### src/rtl/sync_word_packet_deframer_top_assert.svh
// Assertion macros for the deframer, clocked on clock; only the never check is qualified by reset.
`ifndef SYNC_WORD_PACKET_DEFRAMER_TOP_ASSERT_SVH
`define SYNC_WORD_PACKET_DEFRAMER_TOP_ASSERT_SVH

// cond must never hold outside reset
`define SWPD_ASSERT_NEVER(lbl, cond, msg) \
   lbl: assert property (@(posedge clock) disable iff (reset) !(cond)) else $error(msg);

// trig in one cycle implies res in the next, also across reset
`define SWPD_ASSERT_NEXT(lbl, trig, res, msg) \
   lbl: assert property (@(posedge clock) (trig) |=> (res)) else $error(msg);

`endif

### src/rtl/swpd_pkg.sv
package swpd_pkg;

   localparam int FRAME_BYTES = 64;
   localparam int IDX_W       = (FRAME_BYTES > 2) ? $clog2(FRAME_BYTES) : 1;
   localparam int FILL_W      = $clog2(FRAME_BYTES + 1);
   localparam int ADDR_W      = IDX_W + 1;
   localparam int RAM_DEPTH   = 2 ** ADDR_W;

   localparam logic [7:0]  SYNC_FIRST    = 8'h55;
   localparam logic [7:0]  SYNC_SECOND   = 8'hAA;
   localparam logic [15:0] TIMEOUT_RESET = 16'd1000;
   localparam logic [15:0] IDLE_MAX      = 16'hFFFF;

   typedef enum logic {
      OP_BYTE = 1'b0,
      OP_TICK = 1'b1
   } opcode_type;

   typedef enum logic {
      KIND_GOOD = 1'b0,
      KIND_FAIL = 1'b1
   } kind_type;

   typedef struct packed {
      kind_type   kind;
      logic       bank;
      logic [7:0] rx_byte;
      logic [7:0] xor_val;
   } job_type;

   typedef struct packed {
      logic valid;
      logic bank;
   } bank_free_type;

   typedef struct packed {
      logic [1:0] bank_busy;
   } front_status_type;

   typedef struct packed {
      logic [7:0] out_byte;
      logic [7:0] computed_xor;
      kind_type   kind;
      logic       last;
   } result_type;

endpackage

### src/rtl/sync_word_packet_deframer_top.sv
// Input: one transaction per cycle; a tick or byte is absorbed in the cycle it is taken.
// The frame store is double banked: the input stalls only while both banks hold frames
// waiting for readout, or the two-entry job queue is full.
// A frame's job passes job queue, job register and read stage; a good frame streams one byte
// per cycle from the registered store read port unless stalled; a failure report is one item.
// Reset (synchronous, active high) clears control state and loads timeout 1000; no store clear.
`include "sync_word_packet_deframer_top_assert.svh"

module sync_word_packet_deframer_top (
   input  logic        clock,
   input  logic        reset,
   input  logic        push,
   input  logic        req_opcode,
   input  logic [7:0]  req_rx_byte,
   output logic        full,
   input  logic        csr_wr_en,
   input  logic [15:0] csr_wr_data,
   input  logic        pop,
   output logic        empty,
   output logic [7:0]  rsp_out_byte,
   output logic [7:0]  rsp_computed_xor,
   output logic        rsp_report_kind,
   output logic        rsp_last
);
   import swpd_pkg::*;

   logic             jq_push, jq_full, jq_pop, jq_empty;
   job_type          jq_wdata, jq_rdata;
   bank_free_type    bank_free;
   front_status_type status;
   logic             ram_wr_en, ram_rd_en;
   logic [ADDR_W-1:0] ram_wr_addr, ram_rd_addr;
   logic [7:0]       ram_wr_data, ram_rd_data;

   swpd_front u_front (
      .clock       (clock),
      .reset       (reset),
      .req_push    (push),
      .req_opcode  (req_opcode),
      .req_rx_byte (req_rx_byte),
      .req_full    (full),
      .csr_wr_en   (csr_wr_en),
      .csr_wr_data (csr_wr_data),
      .jq_push     (jq_push),
      .jq_data     (jq_wdata),
      .jq_full     (jq_full),
      .bank_free   (bank_free),
      .status      (status),
      .ram_wr_en   (ram_wr_en),
      .ram_wr_addr (ram_wr_addr),
      .ram_wr_data (ram_wr_data)
   );

   swpd_job_queue u_job_queue (
      .clock     (clock),
      .reset     (reset),
      .push      (jq_push),
      .push_data (jq_wdata),
      .full      (jq_full),
      .pop       (jq_pop),
      .pop_data  (jq_rdata),
      .empty     (jq_empty)
   );

   swpd_ram #(
      .WIDTH (8),
      .DEPTH (RAM_DEPTH)
   ) u_store (
      .clock   (clock),
      .wr_en   (ram_wr_en),
      .wr_addr (ram_wr_addr),
      .wr_data (ram_wr_data),
      .rd_en   (ram_rd_en),
      .rd_addr (ram_rd_addr),
      .rd_data (ram_rd_data)
   );

   swpd_back u_back (
      .clock            (clock),
      .reset            (reset),
      .jq_empty         (jq_empty),
      .jq_data          (jq_rdata),
      .jq_pop           (jq_pop),
      .bank_free        (bank_free),
      .ram_rd_en        (ram_rd_en),
      .ram_rd_addr      (ram_rd_addr),
      .ram_rd_data      (ram_rd_data),
      .rsp_pop          (pop),
      .rsp_empty        (empty),
      .rsp_out_byte     (rsp_out_byte),
      .rsp_computed_xor (rsp_computed_xor),
      .rsp_report_kind  (rsp_report_kind),
      .rsp_last         (rsp_last)
   );

   `SWPD_ASSERT_NEVER(a_no_push_when_full, jq_push && jq_full, "job pushed into full queue")
   `SWPD_ASSERT_NEVER(a_free_busy_bank,
      bank_free.valid && !status.bank_busy[bank_free.bank], "freed a bank that was not busy")
   `SWPD_ASSERT_NEXT(a_reset_clean, reset, empty && !full, "not idle after reset")

endmodule

### src/rtl/swpd_ram.sv
module swpd_ram #(
   parameter int WIDTH = 8,
   parameter int DEPTH = 128
) (
   input  logic                     clock,
   input  logic                     wr_en,
   input  logic [$clog2(DEPTH)-1:0] wr_addr,
   input  logic [WIDTH-1:0]         wr_data,
   input  logic                     rd_en,
   input  logic [$clog2(DEPTH)-1:0] rd_addr,
   output logic [WIDTH-1:0]         rd_data
);

   logic [WIDTH-1:0] mem_ff [DEPTH];
   logic [WIDTH-1:0] rd_data_ff;

   always_ff @(posedge clock) begin
      if (wr_en) begin
         mem_ff[wr_addr] <= wr_data;
      end
      if (rd_en) begin
         rd_data_ff <= mem_ff[rd_addr];
      end
   end

   assign rd_data = rd_data_ff;

endmodule

### src/rtl/swpd_job_queue.sv
module swpd_job_queue (
   input  logic             clock,
   input  logic             reset,
   input  logic             push,
   input  swpd_pkg::job_type push_data,
   output logic             full,
   input  logic             pop,
   output swpd_pkg::job_type pop_data,
   output logic             empty
);
   import swpd_pkg::*;

   job_type    entry_ff [2];
   logic       wp_ff, wp_in;
   logic       rp_ff, rp_in;
   logic [1:0] cnt_ff, cnt_in;
   logic       do_push, do_pop;

   always_comb begin
      do_push = push && (cnt_ff != 2'd2);
      do_pop  = pop && (cnt_ff != 2'd0);
      wp_in   = do_push ? ~wp_ff : wp_ff;
      rp_in   = do_pop ? ~rp_ff : rp_ff;
      cnt_in  = cnt_ff + 2'(do_push) - 2'(do_pop);
   end

   always_ff @(posedge clock) begin
      if (reset) begin
         wp_ff  <= 1'b0;
         rp_ff  <= 1'b0;
         cnt_ff <= 2'd0;
      end else begin
         wp_ff  <= wp_in;
         rp_ff  <= rp_in;
         cnt_ff <= cnt_in;
      end
   end

   always_ff @(posedge clock) begin
      if (do_push) begin
         entry_ff[wp_ff] <= push_data;
      end
   end

   assign full     = (cnt_ff == 2'd2);
   assign empty    = (cnt_ff == 2'd0);
   assign pop_data = entry_ff[rp_ff];

endmodule

### src/rtl/swpd_front.sv
module swpd_front (
   input  logic                       clock,
   input  logic                       reset,
   input  logic                       req_push,
   input  logic                       req_opcode,
   input  logic [7:0]                 req_rx_byte,
   output logic                       req_full,
   input  logic                       csr_wr_en,
   input  logic [15:0]                csr_wr_data,
   output logic                       jq_push,
   output swpd_pkg::job_type          jq_data,
   input  logic                       jq_full,
   input  swpd_pkg::bank_free_type    bank_free,
   output swpd_pkg::front_status_type status,
   output logic                       ram_wr_en,
   output logic [swpd_pkg::ADDR_W-1:0] ram_wr_addr,
   output logic [7:0]                 ram_wr_data
);
   import swpd_pkg::*;

   logic [FILL_W-1:0] fill_ff, fill_in;
   logic [7:0]        xor_ff, xor_in;
   logic [15:0]       idle_ff, idle_in;
   logic [15:0]       timeout_ff, timeout_in;
   logic              wr_bank_ff, wr_bank_in;
   logic [1:0]        busy_ff, busy_in;

   logic              accept;
   logic [15:0]       idle_sat;
   logic [FILL_W-1:0] fill_next;
   logic [IDX_W-1:0]  wr_idx;
   logic [1:0]        set_mask, clr_mask;

   assign req_full = jq_full || busy_ff[wr_bank_ff];
   assign accept   = req_push && !req_full;

   always_comb begin
      fill_in     = fill_ff;
      xor_in      = xor_ff;
      idle_in     = idle_ff;
      wr_bank_in  = wr_bank_ff;
      timeout_in  = csr_wr_en ? csr_wr_data : timeout_ff;
      set_mask    = 2'b00;
      clr_mask    = bank_free.valid ? (2'b01 << bank_free.bank) : 2'b00;
      idle_sat    = (idle_ff == IDLE_MAX) ? idle_ff : idle_ff + 16'd1;
      fill_next   = fill_ff + FILL_W'(1);
      wr_idx      = fill_ff[IDX_W-1:0];
      ram_wr_en   = 1'b0;
      jq_push     = 1'b0;
      jq_data.kind    = KIND_GOOD;
      jq_data.bank    = wr_bank_ff;
      jq_data.rx_byte = req_rx_byte;
      jq_data.xor_val = xor_ff;

      if (accept) begin
         if (req_opcode == OP_TICK) begin
            if (fill_ff != '0) begin
               if (idle_sat > timeout_ff) begin
                  fill_in = '0;
                  xor_in  = 8'h00;
                  idle_in = 16'd0;
               end else begin
                  idle_in = idle_sat;
               end
            end
         end else begin
            idle_in = 16'd0;
            if (fill_ff == '0) begin
               if (req_rx_byte == SYNC_FIRST) begin
                  ram_wr_en = 1'b1;
                  xor_in    = req_rx_byte;
                  fill_in   = FILL_W'(1);
               end
            end else if (fill_ff == FILL_W'(1)) begin
               if (req_rx_byte == SYNC_SECOND) begin
                  ram_wr_en = 1'b1;
                  xor_in    = xor_ff ^ req_rx_byte;
                  fill_in   = FILL_W'(2);
               end else begin
                  fill_in = '0;
                  xor_in  = 8'h00;
               end
            end else begin
               ram_wr_en = 1'b1;
               if (fill_next >= FILL_W'(FRAME_BYTES)) begin
                  jq_push = 1'b1;
                  if (xor_ff == req_rx_byte) begin
                     wr_bank_in = ~wr_bank_ff;
                     set_mask   = 2'b01 << wr_bank_ff;
                  end else begin
                     jq_data.kind = KIND_FAIL;
                  end
                  fill_in = '0;
                  xor_in  = 8'h00;
               end else begin
                  fill_in = fill_next;
                  xor_in  = xor_ff ^ req_rx_byte;
               end
            end
         end
      end
      busy_in = (busy_ff | set_mask) & ~clr_mask;
   end

   assign ram_wr_addr   = {wr_bank_ff, wr_idx};
   assign ram_wr_data   = req_rx_byte;
   assign status.bank_busy = busy_ff;

   always_ff @(posedge clock) begin
      if (reset) begin
         fill_ff    <= '0;
         xor_ff     <= 8'h00;
         idle_ff    <= 16'd0;
         timeout_ff <= TIMEOUT_RESET;
         wr_bank_ff <= 1'b0;
         busy_ff    <= 2'b00;
      end else begin
         fill_ff    <= fill_in;
         xor_ff     <= xor_in;
         idle_ff    <= idle_in;
         timeout_ff <= timeout_in;
         wr_bank_ff <= wr_bank_in;
         busy_ff    <= busy_in;
      end
   end

endmodule

### src/rtl/swpd_back.sv
module swpd_back (
   input  logic                        clock,
   input  logic                        reset,
   input  logic                        jq_empty,
   input  swpd_pkg::job_type           jq_data,
   output logic                        jq_pop,
   output swpd_pkg::bank_free_type     bank_free,
   output logic                        ram_rd_en,
   output logic [swpd_pkg::ADDR_W-1:0] ram_rd_addr,
   input  logic [7:0]                  ram_rd_data,
   input  logic                        rsp_pop,
   output logic                        rsp_empty,
   output logic [7:0]                  rsp_out_byte,
   output logic [7:0]                  rsp_computed_xor,
   output logic                        rsp_report_kind,
   output logic                        rsp_last
);
   import swpd_pkg::*;

   logic             active_ff, active_in;
   job_type          job_ff;
   logic [IDX_W-1:0] k_ff, k_in;
   logic             s1_valid_ff;
   kind_type         s1_kind_ff;
   logic             s1_last_ff;
   logic [7:0]       s1_byte_ff;
   logic [7:0]       s1_xor_ff;
   result_type       fifo_ff [2];
   logic             wp_ff, rp_ff;
   logic [1:0]       cnt_ff, cnt_in;

   logic             pop_out, issue, k_last, is_fail;
   logic [2:0]       occ;
   result_type       wr_res, head;

   always_comb begin
      pop_out = rsp_pop && (cnt_ff != 2'd0);
      // room for one more transaction once the staged one has landed
      occ     = 3'(cnt_ff) + 3'(s1_valid_ff) - 3'(pop_out);
      is_fail = (job_ff.kind == KIND_FAIL);
      k_last  = (k_ff == IDX_W'(FRAME_BYTES - 1));
      jq_pop  = !active_ff && !jq_empty;
      issue   = active_ff && (occ < 3'd2);

      active_in = active_ff;
      k_in      = k_ff;
      if (jq_pop) begin
         active_in = 1'b1;
         k_in      = '0;
      end else if (issue) begin
         k_in = k_ff + IDX_W'(1);
         if (is_fail || k_last) begin
            active_in = 1'b0;
         end
      end

      cnt_in = cnt_ff + 2'(s1_valid_ff) - 2'(pop_out);

      wr_res.kind         = s1_kind_ff;
      wr_res.last         = s1_last_ff;
      wr_res.out_byte     = (s1_kind_ff == KIND_FAIL) ? s1_byte_ff : ram_rd_data;
      wr_res.computed_xor = (s1_kind_ff == KIND_FAIL) ? s1_xor_ff : 8'h00;
   end

   assign ram_rd_en       = issue && !is_fail;
   assign ram_rd_addr     = {job_ff.bank, k_ff};
   assign bank_free.valid = issue && !is_fail && k_last;
   assign bank_free.bank  = job_ff.bank;

   always_ff @(posedge clock) begin
      if (reset) begin
         active_ff   <= 1'b0;
         s1_valid_ff <= 1'b0;
         wp_ff       <= 1'b0;
         rp_ff       <= 1'b0;
         cnt_ff      <= 2'd0;
      end else begin
         active_ff   <= active_in;
         s1_valid_ff <= issue;
         wp_ff       <= s1_valid_ff ? ~wp_ff : wp_ff;
         rp_ff       <= pop_out ? ~rp_ff : rp_ff;
         cnt_ff      <= cnt_in;
      end
   end

   always_ff @(posedge clock) begin
      k_ff <= k_in;
      if (jq_pop) begin
         job_ff <= jq_data;
      end
      if (issue) begin
         s1_kind_ff <= job_ff.kind;
         s1_last_ff <= is_fail || k_last;
         s1_byte_ff <= job_ff.rx_byte;
         s1_xor_ff  <= job_ff.xor_val;
      end
      if (s1_valid_ff) begin
         fifo_ff[wp_ff] <= wr_res;
      end
   end

   assign head             = fifo_ff[rp_ff];
   assign rsp_empty        = (cnt_ff == 2'd0);
   assign rsp_out_byte     = head.out_byte;
   assign rsp_computed_xor = head.computed_xor;
   assign rsp_report_kind  = head.kind;
   assign rsp_last         = head.last;

endmodule
### config.mk
export PLATFORM = sky130hd
export DESIGN_NAME = sync_word_packet_deframer_top
export DESIGN_NICKNAME = d
export VERILOG_FILES = /design/src/rtl/swpd_pkg.sv /design/src/rtl/sync_word_packet_deframer_top.sv /design/src/rtl/swpd_ram.sv /design/src/rtl/swpd_job_queue.sv /design/src/rtl/swpd_front.sv /design/src/rtl/swpd_back.sv
export VERILOG_INCLUDE_DIRS = /design/src /design/src/rtl
export SDC_FILE = /design/constraint.sdc
export NUM_CORES = 1
export LEC_CHECK = 0
export BUFFER_PORTS_ARGS = -buffer_cell sky130_fd_sc_hd__buf_2
export CAP_MARGIN = 15
export CORE_MARGIN = 1
export CORE_UTILIZATION = 65
export DETAILED_ROUTE_END_ITERATION = 7
export PLACE_DENSITY = 0.82
export SETUP_SLACK_MARGIN = 0.3
export SYNTH_ARGS = -nofsm -noshare
export SYNTH_HDL_FRONTEND = slang
export SYNTH_SLANG_ARGS = --single-unit
### constraint.sdc
create_clock -name clock -period 10.6 [get_ports clock]
set_input_delay 0.53 -clock clock [delete_from_list [all_inputs] [get_ports clock]]
set_output_delay 0.53 -clock clock [all_outputs]
set_load 0.02 [all_outputs]
# Yosys cells after proc, flatten, opt, wreduce, memory -nomap -nowiden
# Memory sizes are Yosys's and may differ from the RTL's. A register that Yosys moved wholly into a read port is not among the register bits.
# Index checks and enable logic that the tools add are counted.
# totals
ff_bits	84
mem_bits_rw	1096
mem_count	3
# mem_list
name	words	word_bits	read_ports	rd_ports_with_merged_regs	write_ports	line	source
u_store.mem_ff	128	8	1	1	1	swpd_ram.sv:14	logic [WIDTH-1:0] mem_ff [DEPTH];
u_back.fifo_ff	2	18	1	1	1	swpd_back.sv:28	result_type fifo_ff [2];
u_job_queue.entry_ff	2	18	1	1	1	swpd_job_queue.sv:13	job_type entry_ff [2];
# op_classes
add_sub_neg	9
n_lt_le_gt_ge	4
eq_ne	11
shift	2
mux	59
bitwise_logic	12
reduce_logical	26
# ops
operator	n
$mux 8	10
$mux 16	4
$mux 7	7
$mux 1	30
$add 16x1->16 const B	1
$eq 16x16->1 const B	1
$gt 16x16->1	1
$mux 2	8
$eq 8x7->1 const B	1
$eq 8x8->1	1
$eq 8x8->1 const B	1
$logic_and 1x1->1	8
$not 1->1	8
$reduce_bool 2->1	4
$xor 8x8->8	1
$add 7x1->7 const B	1
$eq 7x1->1 const B	1
$ge 7x7->1 const B	1
$logic_not 7->1	1
$reduce_bool 7->1	1
$add 6x1->6 const B	1
$eq 6x6->1 const B	1
$reduce_and 6->1	1
$add 2x1->2	2
other kinds (18)	27

# Depth between registers and ports, before layout
# Gate-level depths: netlist of run 1.
# logic_depth
ltp_word	10
mapped_depth	15
depth_no_buf	14

# Cells and area by module
# Synthesis of run 1 repeated with hierarchy kept, for this count alone.
# unflattened
hier_cells	2303
area_unflattened_um2	47778.3
# modules_own_cells
module	instances	cells_per_inst	area_per_inst_um2
swpd_ram	1	1635	39745.6
swpd_front	1	402	3337.0
swpd_back	1	183	3164.3
swpd_job_queue	1	83	1531.5

# Worst setup path before layout of run 1
# No wires, ideal clock.
# synth_path
path_kind	register to register
startpoint	reg u_front.idle_ff[6]
endpoint	reg u_front.idle_ff[11]
t_arrival_ns	3.328
required_time_ns	10.528
slack_ns	7.200
stages_incl_launch_ff	15
path_buffers	3
cell_sequence	dfxtp_1 > clkbuf_1 > nand4_1 > or3_1 > o2111ai_1 > xnor2_1 > ha_1 > a41o_1 > a21oi_1 > nor3_1 > o32ai_1 > buf_2 > buf_2 > nand4_1 > mux2i_1
# synth_via
elab_chain_len	6
elab_cells_between_ends	7
# synth_lines
item	line	source
start, declared	swpd_front.sv:23	logic [15:0] idle_ff, idle_in;
start signal, assigned	swpd_front.sv:120	idle_ff <= idle_in;
$add 16x1->16 or $eq 16x16->1 (tied branches)	swpd_front.sv:45	idle_sat = (idle_ff == IDLE_MAX) ? idle_ff : idle_ff + 16'd1;
$mux 16 *	swpd_front.sv:45	
$gt 16x16->1	swpd_front.sv:58	if (idle_sat > timeout_ff) begin
$mux 16 *	swpd_front.sv:58	
$mux 16 *	swpd_front.sv:57	if (fill_ff != '0) begin
$mux 16 *	swpd_front.sv:56	if (req_opcode == OP_TICK) begin
# Mark *: on every way between the ends. The rest lies on a longest branch, timed or not. The select of a mux whose other input is x is not followed.
# A chain may end at the register's enable or synchronous reset.

==> results of run 1 <==
## cell usage in the layout (no fill, tap or decap), drive strengths merged, types with 10 or more instances in the layout
cell type and count:
a211oi 28, a21oi 39, a22o 18, a22oi 35, a31oi 15, and2 14
buf 97, bufinv 10, clkbuf 133, clkinv 61, dfxtp 67, edfxtp 1140
ha 25, inv 37, mux2 48, mux2i 153, mux4 196, nand2 68
nand2b 13, nand3 43, nand4 20, nor2 213, nor2b 22, nor3 22
o211ai 20, o21ai 19, o221ai 21, o22ai 19, o31ai 10, xnor2 24
## area by class of cell
class	count	area, µm²	area share
Clock buffer	133	2970	0.0562
Clock inverter	76	651	0.0123
Inverter	39	146	0.00278
Multi-Input combinational cell	1213	11500	0.219
Sequential cell	1207	35600	0.675
Tap cell	959	1200	0.0227
Timing Repair Buffer	97	664	0.0126
## layer usage
| metal | GRT usage | wire, µm |
|---|---|---|
| met3 | 0.0731 | 15000 |
| met5 | 0 | 11 |
| met1 | 0.438 | 41900 |
| met2 | 0.498 | 55700 |
| met4 | 0.163 | 6550 |
## worst min path at each step
stage                           start                    end  slack, ns
floorplan            u_back.job_ff[8]   u_back.s1_byte_ff[0]       0.40
global placement    u_back.job_ff[12]   u_back.s1_byte_ff[4]       0.40
detailed placement   u_back.job_ff[0]    u_back.s1_xor_ff[0]       0.41
CTS                    csr_wr_data[7]  u_front.timeout_ff[7]       0.05
global route           csr_wr_data[6]  u_front.timeout_ff[6]       0.09
finish                 csr_wr_data[7]  u_front.timeout_ff[7]       0.06
## sequential cells by signal (all words and copies together) (netlist names), 7 cells and up, named ones only
name                  flops
u_back.job_ff            16
u_front.timeout_ff       16
u_store.rd_data           8
u_back.fifo_ff           36
u_front.idle_ff          16
u_back.s1_byte_ff         8
u_front.fill_ff           7
u_store.mem_ff         1024
u_job_queue.entry_ff     36
u_back.s1_xor_ff          8
u_front.xor_ff            8
## worst max-delay path, delay by kind of cell, from the launching register on
family                 cells  cell delay, ns
buffers and inverters      2            1.49
and+or+nand+nor            2            1.38
DFF                        1            0.63
AOI/OAI and AO/OA          3            0.52
## kinds of logic (layout without fill, tap and decap cells)
family / count (synthesis) / count (layout)
fa+ha+maj: 26 / 26
compound gates: 295 / 295
simple gates: 466 / 466
flops: 1207 / 1207
mux: 397 / 397
buf+inv: 180 / 345
xor+xnor: 29 / 29
## stage by stage
step | total power [mW] | utilization | hold slack (ns) | std cells
2_1_floorplan | 5.39 | - | 0.400 | 2600
3_3_place_gp | 5.48 | 0.673 | 0.402 | 3510
3_5_place_dp | 5.49 | 0.673 | 0.405 | 3513
4_1_cts | 9.38 | 0.723 | 0.0488 | 3722
5_1_grt | 9.57 | 0.723 | 0.0852 | 3724
6_report | 9.38 | 0.723 | 0.0618 | 3724
## report_power, final
part | switching, mW | internal [mW] | leakage [nW] | total (mW)
Combinational | 0.122 | 0.0450 | 3.59 | 0.167
Clock | 1.75 | 2.24 | 1.77 | 3.99
Sequential | 0.0138 | 5.21 | 10.8 | 5.22
==> flow_summary.json, run 1 <==
{
  "n_antenna_cell": 0,
  "synth_top_family_by_area": "multiplexers",
  "synth_top_area_frac": 0.715,
  "detail_route.wl_per_cell_um": 32.0,
  "hold_buffers": 0,
  "arrival_ns": 4.84,
  "finalCritPeriodShare": 0.420,
  "clock.fmax_mhz": 224,
  "synth-edff-count": 1140,
  "synth_area_um2": 47900,
  "dieArea_um2": 74700,
  "r2r-start": "u_back.k_ff[2]",
  "io_buffers": 49,
  "initial_utilization": 0.656,
  "grt_max_degree": 124,
  "crit_slowest_cell": "nor4_1",
  "h-tree-depth": 3,
  "core_area_um2": 73000,
  "synthMostInstantiatedCell": "edfxtp_1",
  "synth.area.mux_share": 0.136,
  "power.density_nw_per_um2": 178,
  "synth_area_leader_cell": "edfxtp_1",
  "first_global_vias": 26529,
  "cts_tree": "built",
  "clock_latency_ns": 0.69,
  "cts_sinks": 1207,
  "slew_violations": 0,
  "nets": 2727,
  "cpMostUsedCell": "buf_4",
  "gr-usage-all-layers": 0.323,
  "netlist_instances": 2600,
  "status": "finished, final reports clean",
  "die_x_um": 273,
  "ys_seq_area_frac": 0.743,
  "critPathKind": "flip-flop to flip-flop",
  "first_pass_iters": 6,
  "relSlewSlack": 0.108,
  "synth_ff_type": "edfxtp_1",
  "area_delta_synth_final_pct": 10.2,
  "synth_common_cells": "1140 x edfxtp_1, 212 x nor2_1, 196 x mux4_2, 153 x mux2i_1, 68 x nand2_1",
  "antenna_left": 0,
  "synth_compound_area_frac": 0.0458,
  "synth_area_per_cell_um2": 18.4,
  "min_path_cells": 3,
  "yosys-top-cells-area": "edfxtp_1 72%, mux4_2 9.2%, mux2i_1 3.2%",
  "setup_tns_ns": 0,
  "vias": 26687,
  "skew_ns": 0.0389,
  "rsz0062_at_grt": "no",
  "fin_ws_ns": 6.14,
  "post_cts_resize_count": 0,
  "dp_slack_ns": 6.33,
  "post_dp_cell_area_um2": 49100,
  "grt_pass1_wl_mm": 174,
  "worstHoldPathType": "primary input to flip-flop",
  "finalWirelength_mm": 119,
  "worstSetupEndpointType": "flip-flop",
  "drc": 0,
  "worstPathCellList": "buf_4 > buf_4 > nor2_1 > a22oi_1 > a31oi_1 > nor4_1 > a21oi_1",
  "gp_congestion": 0.934,
  "synth_seq_cells": 1207,
  "worst_pin_slew_ns": 1.30,
  "r2r_slack_ns": 6.14,
  "ioPinCount": 50,
  "crit_end": "u_store.rd_data[0]",
  "clk_pin_slew_ns": 0.07,
  "rr_worst_depth": 7,
  "required_ns": 10.99,
  "ys.warnings.count": 0,
  "die_y_um": 273,
  "total_leakage_power_nw": 16.2,
  "cp-start-kind": "flip-flop",
  "peakVddDrop_mv": 0.157,
  "overflow": 0,
  "synthArstFlopShare": 0,
  "hold_violations": 0,
  "clockBufferDepth": 3,
  "fillers": 3944,
  "final_layout_size_suffix_gt1_frac": 0.196,
  "period_minus_slack_ns": 4.46,
  "cts_root_buf": "clkbuf_16",
  "syn_nets": 2656,
  "cts_buffers": 113,
  "max_cap_violations": 0,
  "drtIter0Drc": 4040,
  "dp_hpwl_mm": 69.7,
  "rows": 99,
  "r2r_end": "u_store.rd_data[0]",
  "synth-xor-area-share": 0.00531,
  "synthAdderAreaFrac": 0.00695,
  "viasPerCell": 7.17,
  "crit_path_start": "u_back.k_ff[2]",
  "slowest_delay_ns": 0.97,
  "setup_viol": 0,
  "synthSimpleGateAreaFrac": 0.0467,
  "crit_path_max_fanout": 50,
  "ys_types": 76,
  "postCtsSetupBuffers": 0,
  "fin_area_um2": 52800,
  "antenna_found_initial": 3
}
Power figures use the tool's default switching activity.
==> inputs of run 2 (changes only) <==
--- a/config.mk
+++ b/config.mk
@@ -9,9 +9,9 @@
 export BUFFER_PORTS_ARGS = -buffer_cell sky130_fd_sc_hd__buf_2
 export CAP_MARGIN = 15
 export CORE_MARGIN = 1
-export CORE_UTILIZATION = 65
+export CORE_UTILIZATION = 57
 export DETAILED_ROUTE_END_ITERATION = 7
-export PLACE_DENSITY = 0.82
+export PLACE_DENSITY = 0.76
 export SETUP_SLACK_MARGIN = 0.3
 export SYNTH_ARGS = -nofsm -noshare
 export SYNTH_HDL_FRONTEND = slang
==> constraint.sdc (replaced) <==
create_clock -name clock -period 3.8 [get_ports clock]
set_input_delay 0.19 -clock clock [delete_from_list [all_inputs] [get_ports clock]]
set_output_delay 0.19 -clock clock [all_outputs]
set_load 0.02 [all_outputs]
==> run 2 against run 1 <==
Worst hold slack got worse by 0.052 ns. Critical path type unchanged. Core utilization down 5.6 points. Critical endpoint is now u_store.mem_ff[117][6]. Maximum frequency is 30% higher. Largest cell class unchanged.
==> flow_summary.json, run 2 (synthesis results as in run 1) <==
{
  "rows": 105,
  "worstSetupEndpointType": "flip-flop",
  "gp_congestion": 0.899,
  "detail_route.wl_per_cell_um": 29.2,
  "antenna_left": 0,
  "nets": 2943,
  "finalCritPeriodShare": 0.905,
  "hold_violations": 0,
  "ioPinCount": 50,
  "first_pass_iters": 5,
  "n_antenna_cell": 0,
  "h-tree-depth": 3,
  "fin_ws_ns": 0.362,
  "final_cell_mix": "1140 x edfxtp_1, 228 x buf_4, 196 x mux4_2",
  "grt_pass1_wl_mm": 173,
  "dp_slack_ns": 0.0464,
  "grt_max_degree": 131,
  "final_common_cell": "edfxtp_1",
  "cts_buffers": 115,
  "gr-usage-all-layers": 0.278,
  "total_leakage_power_nw": 17.4,
  "relSlewSlack": 0.296,
  "die_x_um": 292,
  "rsz0062_at_grt": "yes",
  "critPathBufInv": 2,
  "core_area_um2": 82600,
  "clock_latency_ns": 0.71,
  "max_cap_violations": 0,
  "drc": 0,
  "initial_utilization": 0.579,
  "overflow": 0,
  "drtIter0Drc": 3672,
  "period_minus_slack_ns": 3.44,
  "slowest_delay_ns": 0.76,
  "clockBufferDepth": 3,
  "clk_pin_slew_ns": 0.06,
  "status": "finished, final reports clean",
  "dp_hpwl_mm": 74.3,
  "largest_reg_flops": 1024,
  "seq_power_share": 0.549,
  "setup_tns_ns": 0,
  "finalWirelength_mm": 119,
  "setup_viol": 0,
  "p_clk_frac": 0.431,
  "worstPathCellList": "inv_1 > ha_1 > and4b_1 > nor3_1 > a2111oi_4 > buf_4 > nand4_1 > nor2_1",
  "p_int_mw": 21.2,
  "skew_ns": 0.0547,
  "peakVddDrop_mv": 0.482,
  "comb_power_share": 0.020,
  "dieArea_um2": 85100,
  "arrival_ns": 3.75,
  "crit_path_max_fanout": 18,
  "crit_slowest_cell": "nor2_1",
  "vias": 26699,
  "area_delta_synth_final_pct": 15.1,
  "critPathKind": "flip-flop to flip-flop",
  "cts_root_buf": "clkbuf_16",
  "power.density_nw_per_um2": 481,
  "largest_register": "u_store.mem_ff",
  "die_y_um": 292,
  "cp_top_family": "simple AND/OR/NAND/NOR gates",
  "slew_violations": 0,
  "worstHoldPathType": "primary input to flip-flop",
  "cts_sinks": 1207,
  "first_global_vias": 26589,
  "clock.fmax_mhz": 291,
  "p_switching_mw": 5.29,
  "required_ns": 4.11,
  "largestRegisters": "u_store.mem_ff (1024), u_back.fifo_ff (36), u_job_queue.entry_ff (36)",
  "viasPerCell": 6.59,
  "cts_tree": "built",
  "final_layout_size_suffix_gt1_frac": 0.258,
  "cp-start-kind": "flip-flop",
  "io_buffers": 49,
  "switching_share": 0.199,
  "antenna_found_initial": 1,
  "worst_pin_slew_ns": 1.06
}
## run 2: cell types whose count changed in the layout (fill, tap and decap cells not counted), sizes merged
cell         change
clkinvlp         -1
clkbuf           +1
dlygate4sd3     +30
clkinv           -2
buf            +184
bufinv           +3
inv              +4
## run 2: layer usage
metal,up-vias,track usage,routed length (µm)
met5,-,0,0
met4,0,0.116,4950
met3,319,0.0525,12100
met2,1715,0.436,56400
met1,13546,0.388,45100
li1,11119,-,-
## run 2: final timing paths
kind | start | endpoint | slack, ns | cells past startpoint
min reg2reg | u_back.job_ff[12] | u_back.s1_byte_ff[4] | 0.42 | 0
max reg2reg | u_front.fill_ff[0] | u_store.mem_ff[117][6] | 0.36 | 8
min | csr_wr_en | u_front.timeout_ff[3] | 0.01 | 2
max | u_front.fill_ff[0] | u_store.mem_ff[117][6] | 0.36 | 8
## run 2: what timing repair did
action,in CTS,in global routing
hold buffers,30,0
hold endpoints to repair,72,0
pin swaps,2,15
setup buffers,1,13
gates cloned,0,0
endpoints found under the setup margin,26,208
gates resized for setup,8,59
## run 2: layout make-up
type,count,area [µm²]
sequential,1207,35600
timing repair buffer,311,2440
multi-input combinational,1213,11800
tap,1070,1340
inverter,39,146
clock buffer,134,3010
fill,5224,27500
clock inverter,80,781
## run 2: power groups by stage
stage	registers, mW	logic, mW	clock network (mW)
finish	14.6	0.523	11.4
global route	14.6	0.559	12.0
CTS	14.6	0.510	11.5
detailed placement	14.9	0.484	0
global placement	14.9	0.456	0
floorplan	14.8	0.198	0
## run 2: per-stage QoR
stage | instance area, µm² | util | std cells | total power [mW] | hold WS (ns)
after CTS | 54700 | 0.662 | 4040 | 26.6 | 0.00142
after global placement | 50600 | 0.612 | 3795 | 15.3 | 0.401
final | 55100 | 0.667 | 4054 | 26.5 | 0.00995
after detailed placement | 50600 | 0.612 | 3795 | 15.3 | 0.405
after global routing | 55100 | 0.667 | 4054 | 27.2 | 0.0569
after floorplan | 47900 | - | 2600 | 15.0 | 0.289
## run 2: worst reg2reg max path, cell delays in order, from the launching register on
cell       delay (ns)
dfxtp_1          0.39
inv_1            0.20
ha_1             0.22
and4b_1          0.33
nor3_1           0.12
a2111oi_4        0.33
buf_4            0.29
nand4_1          0.41
nor2_1           0.76
